`src/hdl/ifpr_pkg.sv`:
```
// Package of the root finder: widths, codes, state and command types.
// Depends on nothing; imported by every module of the block.
package ifpr_pkg;

	localparam int VW      = 32;
	localparam int IW      = 10;
	localparam int TW      = 31;
	localparam int CNT_W   = $clog2(VW);

	// Result status codes.
	typedef enum logic [2:0] {
		STAT_EVAL      = 3'd0,
		STAT_CONVERGED = 3'd1,
		STAT_BAD       = 3'd2,
		STAT_LIMIT     = 3'd3,
		STAT_NO_SEARCH = 3'd4
	} status_t;

	// Which end the last value item replaced.
	localparam logic [1:0] KEEP_NONE = 2'd0;
	localparam logic [1:0] KEEP_LOW  = 2'd1;
	localparam logic [1:0] KEEP_HIGH = 2'd2;

	// Kind of report formed after a request.
	typedef enum logic [1:0] {
		MODE_NORMAL = 2'd0,
		MODE_BAD    = 2'd1,
		MODE_IDLE   = 2'd2
	} rep_mode_t;

	// Register indexes.
	localparam logic REG_MAX_ITER  = 1'b0;
	localparam logic REG_TOLERANCE = 1'b1;

	// Controller states.
	typedef enum logic [4:0] {
		S_IDLE   = 5'b00001,
		S_SETUP  = 5'b00010,
		S_DIV    = 5'b00100,
		S_POINT  = 5'b01000,
		S_REPORT = 5'b10000
	} state_t;

	typedef struct packed {
		logic accept;
		logic setup;
		logic div_step;
		logic point_load;
		logic report_load;
	} cmd_t;

	typedef struct packed {
		logic need_div;
	} dp_stat_t;

endpackage

```
`src/hdl/ifpr_regs.sv`:
```
// Configuration registers of the root finder behind the APB-style port.
// Depends on ifpr_pkg.
module ifpr_regs (
	input  logic                    clk,
	input  logic                    arst_n,
	input  logic                    psel,
	input  logic                    penable,
	input  logic                    pwrite,
	input  logic [2:0]              paddr,
	input  logic [31:0]             pwdata,
	output logic [31:0]             prdata,
	output logic                    pready,
	output logic [ifpr_pkg::IW-1:0] max_iter,
	output logic [ifpr_pkg::TW-1:0] tol
);
	import ifpr_pkg::*;

	logic [IW-1:0] max_iter_q;
	logic [TW-1:0] tol_q;
	logic          wr_en;

	assign pready = 1'b1;
	assign wr_en  = psel && penable && pwrite;

	// Register write on the access cycle.
	always_ff @(posedge clk or negedge arst_n) begin
		if (!arst_n) begin
			max_iter_q <= IW'(100);
			tol_q      <= TW'(65);
		end else if (wr_en) begin
			unique case (paddr[2])
				REG_MAX_ITER:  max_iter_q <= pwdata[IW-1:0];
				REG_TOLERANCE: tol_q      <= pwdata[TW-1:0];
				default:       max_iter_q <= max_iter_q;
			endcase
		end
	end

	// Read data selection.
	always_comb begin
		unique case (paddr[2])
			REG_MAX_ITER:  prdata = {{(32-IW){1'b0}}, max_iter_q};
			REG_TOLERANCE: prdata = {{(32-TW){1'b0}}, tol_q};
			default:       prdata = '0;
		endcase
	end

	assign max_iter = max_iter_q;
	assign tol      = tol_q;

endmodule

```
`src/hdl/ifpr_ctrl.sv`:
```
// Controller of the root finder: sequences accept, divider setup, the
// division steps, point update and report. Depends on ifpr_pkg.
module ifpr_ctrl (
	input  logic               clk,
	input  logic               arst_n,
	input  logic               in_valid,
	output logic               in_ready,
	output logic               out_valid,
	input  logic               out_ready,
	input  ifpr_pkg::dp_stat_t stat,
	output ifpr_pkg::cmd_t     cmd
);
	import ifpr_pkg::*;

	state_t           state_q;
	logic [CNT_W-1:0] cnt_q;
	logic             out_valid_q;
	logic             slot_free;

	assign in_ready  = (state_q == S_IDLE);
	assign slot_free = !out_valid_q || out_ready;

	// Commands to the datapath.
	always_comb begin
		cmd             = '0;
		cmd.accept      = in_valid && (state_q == S_IDLE);
		cmd.setup       = (state_q == S_SETUP);
		cmd.div_step    = (state_q == S_DIV);
		cmd.point_load  = (state_q == S_POINT);
		cmd.report_load = (state_q == S_REPORT) && slot_free;
	end

	// State sequencing and the division step counter.
	always_ff @(posedge clk or negedge arst_n) begin
		if (!arst_n) begin
			state_q <= S_IDLE;
			cnt_q   <= '0;
		end else begin
			unique case (state_q)
				S_IDLE: begin
					if (in_valid) state_q <= stat.need_div ? S_SETUP : S_REPORT;
				end
				S_SETUP: begin
					cnt_q   <= CNT_W'(VW - 1);
					state_q <= S_DIV;
				end
				S_DIV: begin
					if (cnt_q == '0) state_q <= S_POINT;
					else cnt_q <= cnt_q - 1'b1;
				end
				S_POINT:  state_q <= S_REPORT;
				S_REPORT: begin
					if (slot_free) state_q <= S_IDLE;
				end
				default:  state_q <= S_IDLE;
			endcase
		end
	end

	// Output valid flag of the result register.
	always_ff @(posedge clk or negedge arst_n) begin
		if (!arst_n) begin
			out_valid_q <= 1'b0;
		end else if (cmd.report_load) begin
			out_valid_q <= 1'b1;
		end else if (out_ready) begin
			out_valid_q <= 1'b0;
		end
	end

	assign out_valid = out_valid_q;

endmodule

```
`src/hdl/ifpr_dp.sv`:
```
// Datapath of the root finder: bracket state, restoring divider, point
// update and result register. Depends on ifpr_pkg.
module ifpr_dp (
	input  logic                    clk,
	input  logic                    arst_n,
	input  ifpr_pkg::cmd_t          cmd,
	output ifpr_pkg::dp_stat_t      stat,
	input  logic [ifpr_pkg::IW-1:0] max_iter,
	input  logic [ifpr_pkg::TW-1:0] tol,
	input  logic                    req_type,
	input  logic signed [31:0]      bound_a,
	input  logic signed [31:0]      bound_b,
	input  logic signed [31:0]      f_at_a,
	input  logic signed [31:0]      f_at_b,
	input  logic signed [31:0]      f_value,
	output logic signed [31:0]      point,
	output logic [2:0]              status,
	output logic [ifpr_pkg::IW-1:0] iterations
);
	import ifpr_pkg::*;

	localparam logic [VW-1:0] SIGN = {1'b1, {(VW-1){1'b0}}};

	logic [VW-1:0]   low_q, high_q, flow_q, fhigh_q, cur_q;
	logic [1:0]      last_q;
	logic [IW-1:0]   iter_q;
	logic            active_q;
	logic            dbl_w_q, dbl_v_q;
	rep_mode_t       mode_q;
	logic [VW:0]     v_q;
	logic [VW+1:0]   s_q, rem_q;
	logic [VW-1:0]   m_q, quo_q;
	logic            zero_q;
	logic [VW-1:0]   point_q;
	status_t         status_q;
	logic [IW-1:0]   iter_out_q;

	logic [VW-1:0]   o_low, o_high, o_flow, o_fhigh;
	logic            bad;
	logic [VW-1:0]   kl, kh, width, vneg, q;
	logic            up;
	logic [VW:0]     w_ext, v_ext;
	logic [VW+1:0]   s_sum;
	logic [VW+3:0]   t, s1, s2;
	logic [1:0]      d;
	logic [VW+3:0]   t_next;

	// Start ordering by function value and bracket check.
	always_comb begin
		if ((f_at_a ^ SIGN) > (f_at_b ^ SIGN)) begin
			o_low = bound_b; o_flow = f_at_b; o_high = bound_a; o_fhigh = f_at_a;
		end else begin
			o_low = bound_a; o_flow = f_at_a; o_high = bound_b; o_fhigh = f_at_b;
		end
		bad = (!o_flow[VW-1] && (o_flow != '0)) || o_fhigh[VW-1];
	end

	assign stat.need_div = req_type ? active_q : !bad;

	// Bracket width and direction.
	always_comb begin
		kl    = low_q ^ SIGN;
		kh    = high_q ^ SIGN;
		up    = (kh >= kl);
		width = up ? (kh - kl) : (kl - kh);
	end

	// Weights with the Illinois doubling.
	always_comb begin
		vneg  = '0 - flow_q;
		w_ext = dbl_w_q ? {fhigh_q, 1'b0} : {1'b0, fhigh_q};
		v_ext = dbl_v_q ? {vneg, 1'b0} : {1'b0, vneg};
		s_sum = {1'b0, w_ext} + {1'b0, v_ext};
	end

	// One radix-2 division step; the remainder may exceed the divisor twice.
	always_comb begin
		t  = {1'b0, rem_q, 1'b0} + (m_q[VW-1] ? {3'b0, v_q} : '0);
		s1 = {2'b0, s_q};
		s2 = {1'b0, s_q, 1'b0};
		priority if (t >= s2) begin
			d = 2'd2; t_next = t - s2;
		end else if (t >= s1) begin
			d = 2'd1; t_next = t - s1;
		end else begin
			d = 2'd0; t_next = t;
		end
	end

	assign q = zero_q ? (width >> 1) : quo_q;

	// Search state.
	always_ff @(posedge clk or negedge arst_n) begin
		if (!arst_n) begin
			low_q    <= '0;
			high_q   <= '0;
			flow_q   <= '0;
			fhigh_q  <= '0;
			cur_q    <= '0;
			last_q   <= KEEP_NONE;
			iter_q   <= '0;
			active_q <= 1'b0;
			dbl_w_q  <= 1'b0;
			dbl_v_q  <= 1'b0;
			mode_q   <= MODE_NORMAL;
		end else if (cmd.accept) begin
			if (!req_type) begin
				low_q   <= o_low;
				high_q  <= o_high;
				flow_q  <= o_flow;
				fhigh_q <= o_fhigh;
				iter_q  <= '0;
				last_q  <= KEEP_NONE;
				dbl_w_q <= 1'b0;
				dbl_v_q <= 1'b0;
				if (bad) begin
					active_q <= 1'b0;
					cur_q    <= '0;
					mode_q   <= MODE_BAD;
				end else begin
					active_q <= 1'b1;
					mode_q   <= MODE_NORMAL;
				end
			end else if (!active_q) begin
				mode_q <= MODE_IDLE;
			end else begin
				mode_q <= MODE_NORMAL;
				iter_q <= iter_q + 1'b1;
				if (f_value[VW-1]) begin
					low_q   <= cur_q;
					flow_q  <= f_value;
					dbl_w_q <= (last_q == KEEP_LOW);
					dbl_v_q <= 1'b0;
					last_q  <= KEEP_LOW;
				end else begin
					high_q  <= cur_q;
					fhigh_q <= f_value;
					dbl_w_q <= 1'b0;
					dbl_v_q <= (last_q == KEEP_HIGH);
					last_q  <= KEEP_HIGH;
				end
			end
		end else if (cmd.point_load) begin
			cur_q <= up ? (low_q + q) : (low_q - q);
		end else if (cmd.report_load && (mode_q == MODE_NORMAL)) begin
			if ((iter_q >= max_iter) || (width < {1'b0, tol})) active_q <= 1'b0;
		end
	end

	// Divider registers.
	always_ff @(posedge clk) begin
		if (cmd.setup) begin
			v_q    <= v_ext;
			s_q    <= s_sum;
			m_q    <= width;
			rem_q  <= '0;
			quo_q  <= '0;
			zero_q <= (s_sum == '0);
		end else if (cmd.div_step) begin
			rem_q <= t_next[VW+1:0];
			quo_q <= {quo_q[VW-2:0], 1'b0} + {{(VW-2){1'b0}}, d};
			m_q   <= {m_q[VW-2:0], 1'b0};
		end
	end

	// Result register.
	always_ff @(posedge clk) begin
		if (cmd.report_load) begin
			unique case (mode_q)
				MODE_BAD: begin
					point_q <= '0; status_q <= STAT_BAD; iter_out_q <= '0;
				end
				MODE_IDLE: begin
					point_q <= '0; status_q <= STAT_NO_SEARCH; iter_out_q <= '0;
				end
				default: begin
					point_q <= cur_q;
					priority if (iter_q >= max_iter) begin
						status_q <= STAT_LIMIT; iter_out_q <= iter_q;
					end else if (width < {1'b0, tol}) begin
						status_q <= STAT_CONVERGED; iter_out_q <= iter_q + 1'b1;
					end else begin
						status_q <= STAT_EVAL; iter_out_q <= iter_q;
					end
				end
			endcase
		end
	end

	assign point      = point_q;
	assign status     = status_q;
	assign iterations = iter_out_q;

endmodule

```
`src/hdl/illinois_false_position_root_finder.sv`:
```
// A start with a valid bracket or a value during a search passes through setup,
// the division steps, point update and report before its result is registered;
// other requests go straight to report. One request at a time, set by the 32-step
// shared divider; a new one is taken only back in idle, and report waits on a stall.
// Reset: asynchronous, active low; clears the search, config to 100 and 65.
// Top level of the root finder; depends on ifpr_pkg, ifpr_regs, ifpr_ctrl
// and ifpr_dp.
module illinois_false_position_root_finder (
	input  logic                    clk,
	input  logic                    arst_n,
	input  logic                    psel,
	input  logic                    penable,
	input  logic                    pwrite,
	input  logic [2:0]              paddr,
	input  logic [31:0]             pwdata,
	output logic [31:0]             prdata,
	output logic                    pready,
	input  logic                    in_valid,
	output logic                    in_ready,
	input  logic                    req_type,
	input  logic signed [31:0]      bound_a,
	input  logic signed [31:0]      bound_b,
	input  logic signed [31:0]      f_at_a,
	input  logic signed [31:0]      f_at_b,
	input  logic signed [31:0]      f_value,
	output logic                    out_valid,
	input  logic                    out_ready,
	output logic signed [31:0]      point,
	output logic [2:0]              status,
	output logic [9:0]              iterations
);
	import ifpr_pkg::*;

	logic [IW-1:0] max_iter;
	logic [TW-1:0] tol;
	cmd_t          cmd;
	dp_stat_t      stat;

	// Configuration registers.
	ifpr_regs u_regs (
		.clk, .arst_n, .psel, .penable, .pwrite, .paddr, .pwdata,
		.prdata, .pready, .max_iter, .tol
	);

	// Sequencer.
	ifpr_ctrl u_ctrl (
		.clk, .arst_n, .in_valid, .in_ready, .out_valid, .out_ready,
		.stat, .cmd
	);

	// Arithmetic and state.
	ifpr_dp u_dp (
		.clk, .arst_n, .cmd, .stat, .max_iter, .tol,
		.req_type, .bound_a, .bound_b, .f_at_a, .f_at_b, .f_value,
		.point, .status, .iterations
	);

endmodule

```
`config.mk`:
```
export PLATFORM = sky130hd
export DESIGN_NAME = illinois_false_position_root_finder
export DESIGN_NICKNAME = d
export VERILOG_FILES = /design/src/hdl/ifpr_pkg.sv /design/src/hdl/ifpr_regs.sv /design/src/hdl/ifpr_ctrl.sv /design/src/hdl/ifpr_dp.sv /design/src/hdl/illinois_false_position_root_finder.sv
export SDC_FILE = /design/constraint.sdc
export NUM_CORES = 2
export LEC_CHECK = 0
export BUFFER_PORTS_ARGS = -buffer_cell sky130_fd_sc_hd__buf_2
export CORE_MARGIN = 2
export CORE_UTILIZATION = 50
export CTS_CLUSTER_DIAMETER = 80
export DETAILED_ROUTE_END_ITERATION = 10
export GPL_ROUTABILITY_DRIVEN = 1
export PLACE_DENSITY = 0.73
export SETUP_SLACK_MARGIN = 0.15
export SLEW_MARGIN = 20
export SYNTH_ARGS = -nofsm -noshare
export SYNTH_HDL_FRONTEND = slang
export SYNTH_SLANG_ARGS = --single-unit
```
`constraint.sdc`:
```
create_clock -name clk -period 12.75 [get_ports clk]
set_input_delay 2.55 -clock clk [delete_from_list [all_inputs] [get_ports clk]]
set_output_delay 2.55 -clock clk [all_outputs]
set_load 0.05 [all_outputs]
```
==> flow_summary.ini <==
[synth]
synth.most_common_cell = o21ai_0
synth_area_per_cell_um2 = 8.54
dominantRegCellSynth = dfrtp_1
synthCells = 4299
yosys.cell_types.count = 107
yosys.area.top_type_share = 0.152
synth_edf_count = 145
ys_ff_latch = 440
async_reset_ff_frac = 0.520
synth-seq-area-share = 0.311
syn_area_um2 = 36700
yosysWarnings = 0
syn-num-nets = 4824
synth.area.top_cells = dfrtp_1 15%, edfxtp_1 12%, ha_1 11%, o21ai_0 5.0%, mux2i_1 4.8%
synth_top_area_cell = dfrtp_1
ys_top_cells_by_count = 369 x o21ai_0, 346 x nand2_1, 330 x a21oi_1, 315 x ha_1, 277 x inv_1

[sta]
slew_headroom = 0.224
finClkSkew_ns = 0.0207
worst_pin_slew_ns = 1.16
setup_violations = 0
period_share = 0.723
rsz0062_at_grt = no
fmax_mhz = 108
hold_viol_final = 0
slew_violations = 0
setup_tns_ns = 0
period_minus_slack_ns = 9.22

[setup_path]
critical_path_arrival_ns = 9.71
critPathMaxFanout = 24
worstSetupPathType = register to register
required_ns = 13.24
path_buf_inv = 3
crit_family = compound AO/OA/AOI/OAI gates
cpPeakStageDelay_ns = 0.66
cp_slowest_cell = o41ai_1
end_kind = register
startpoint_type = register

[grt]
grt_pass1_wl_um = 177000
grt_overflow = 0
grt_pass1_vias = 30553
use_met1 = 0.447
use_met3 = 0.0839
grt_max_degree = 131
grtUsageMet2 = 0.420
top_usage_layer = met1
antenna_found_initial = 25
grt_util_all_layers = 0.300

[clock_tree]
cts_tree = done
clockRootBuffer = clkbuf_16
numCtsBuffers = 52
clock_latency_ns = 0.60
holdBufCountCts = 0
clk_pin_slew_ns = 0.06
h-tree-depth = 2
post_cts_buffers = 0
cts_resized = 0
clockBufferDepth = 3
numClockSinks = 440

[route]
dr.first_iter.drc_count = 2985
vias_per_cell = 6.11
via_count = 33521
drcViolationCount = 0
drtAntennaViolNets = 0
wl_per_cell_um = 21.3
firstDrtPassIters = 5
wl_um = 117000

[final_layout]
drive_gt1_frac = 0.125
nets = 4988
area_growth_pct = 10.9

[die]
coreArea_um2 = 72800
rows = 99
die_w_um = 275
ioPinCount = 283
die-height_um = 275
start_util = 0.504
fp.dieArea_um2 = 75600

[run]
maxCapViolCount = 0

[placed_design]
portBuffers = 277
dpl.hpwl_um = 89700
globalplace.congestion = 0.999

[worst_hold_path]
hold_path.class = register to register

[run_status]
status = finished clean
==> state kept, by name, indices dropped and copies added (netlist names), 2 cells and up <==
name,cells
u_dp.iterations,10
u_regs.max_iter,10
u_dp.s_q,34
u_dp.high_q,32
u_ctrl.state_q,5
u_dp.last_q,2
u_dp.quo_q,32
u_regs.tol,31
u_ctrl.cnt_q,5
u_dp.v_q,33
u_dp.iter_q,10
u_dp.cur_q,32
u_dp.fhigh_q,32
u_dp.m_q,32
u_dp.point,32
u_dp.flow_q,32
u_dp.mode_q,2
u_dp.rem_q,34
u_dp.status,3
u_dp.low_q,32
==> worst paths after layout <==
check                          startpoint         endpoint  slack [ns]  cells after the start
min                        u_dp.rem_q[19]   u_dp.rem_q[19]        0.46                      2
min in group asynchronous          arst_n  u_dp.fhigh_q[1]        1.97                      1
max in group asynchronous          arst_n   u_regs.tol[23]        9.21                      2
max reg2reg                 u_dp.low_q[0]   u_dp.cur_q[31]        3.53                     31
min reg2reg                u_dp.rem_q[19]   u_dp.rem_q[19]        0.46                      2
max                         u_dp.low_q[0]   u_dp.cur_q[31]        3.53                     31
==> worst reg2reg max path: cells and delay by family, from the launching register on <==
kind / cells / cell delay (ns)
xor+xnor: 3 / 0.80
flops: 1 / 0.47
mux: 1 / 0.41
compound gates: 12 / 3.65
fa+ha+maj: 3 / 0.98
buf+inv: 3 / 0.38
simple gates: 9 / 2.40
==> metrics by stage <==
stage	hold slack (ns)	util	cells	setup slack (ns)	area (µm²)
global route	0.477	0.559	5480	2.87	40700
finish	0.458	0.559	5483	3.53	40700
floorplan	0.425	-	4299	6.08	36700
global placement	0.439	0.534	5368	3.85	38900
CTS	0.457	0.558	5464	3.75	40700
detailed placement	0.447	0.534	5368	3.82	38900
==> cell usage in the layout (no fill, tap or decap), types with 17 or more instances in the layout <==
master and n:
buf_4 42, nor2b_1 66, a22oi_1 102, edfxtp_1 145, dfrtp_1 222, a211oi_1 41
nand4_1 43, a21oi_1 329, nor3_1 87, o21a_1 59, inv_1 277, o21ai_0 369
o211ai_1 38, nor2_1 256, nand2_1 344, buf_2 276, and2_1 74, xnor2_1 150
a21o_1 135, or3_1 35, dfxtp_1 66, xor2_1 79, o21ai_1 22, diode_2 19
a22o_1 45, and3_1 36, mux2_2 84, a31oi_1 40, nand3_1 82, o21bai_1 27
o31ai_1 17, ha_1 315, mux2i_1 175, nand2b_1 42, nor4_1 32, clkbuf_16 53
==> cell type report <==
cell class / instances / area (µm²)
Fill cell: 6687 / 32100
Multi-Input combinational cell: 3367 / 23500
Antenna cell: 19 / 47.5
Inverter: 282 / 1060
Sequential cell: 440 / 11400
Clock buffer: 70 / 1440
Timing Repair Buffer: 320 / 1730
Clock inverter: 26 / 325
Tap cell: 959 / 1200
==> per-layer routing <==
metal	part of all wire	vias to the layer above
li1	-	15996
met1	0.46	16030
met2	0.41	1321
met3	0.11	166
met4	0.025	8
met5	0.00039	-
==> cells by family (layout without fill, tap and decap cells) <==
kind of cell / Yosys count / count (layout) / share of synthesized area
xor gates and xnor gates: 229 / 229 / 0.0546
AOI/OAI and AO/OA: 1374 / 1374 / 0.239
DFF: 440 / 440 / 0.311
adders and majority gates: 322 / 322 / 0.111
and+or+nand+nor: 1181 / 1181 / 0.158
other: 2 / 21 / 0.000205
buffers and inverters: 492 / 698 / 0.0519
muxes: 259 / 259 / 0.0735
Power is not shown: default switching activity piles up to over one toggle a cycle in this logic, so the estimate is an artifact.
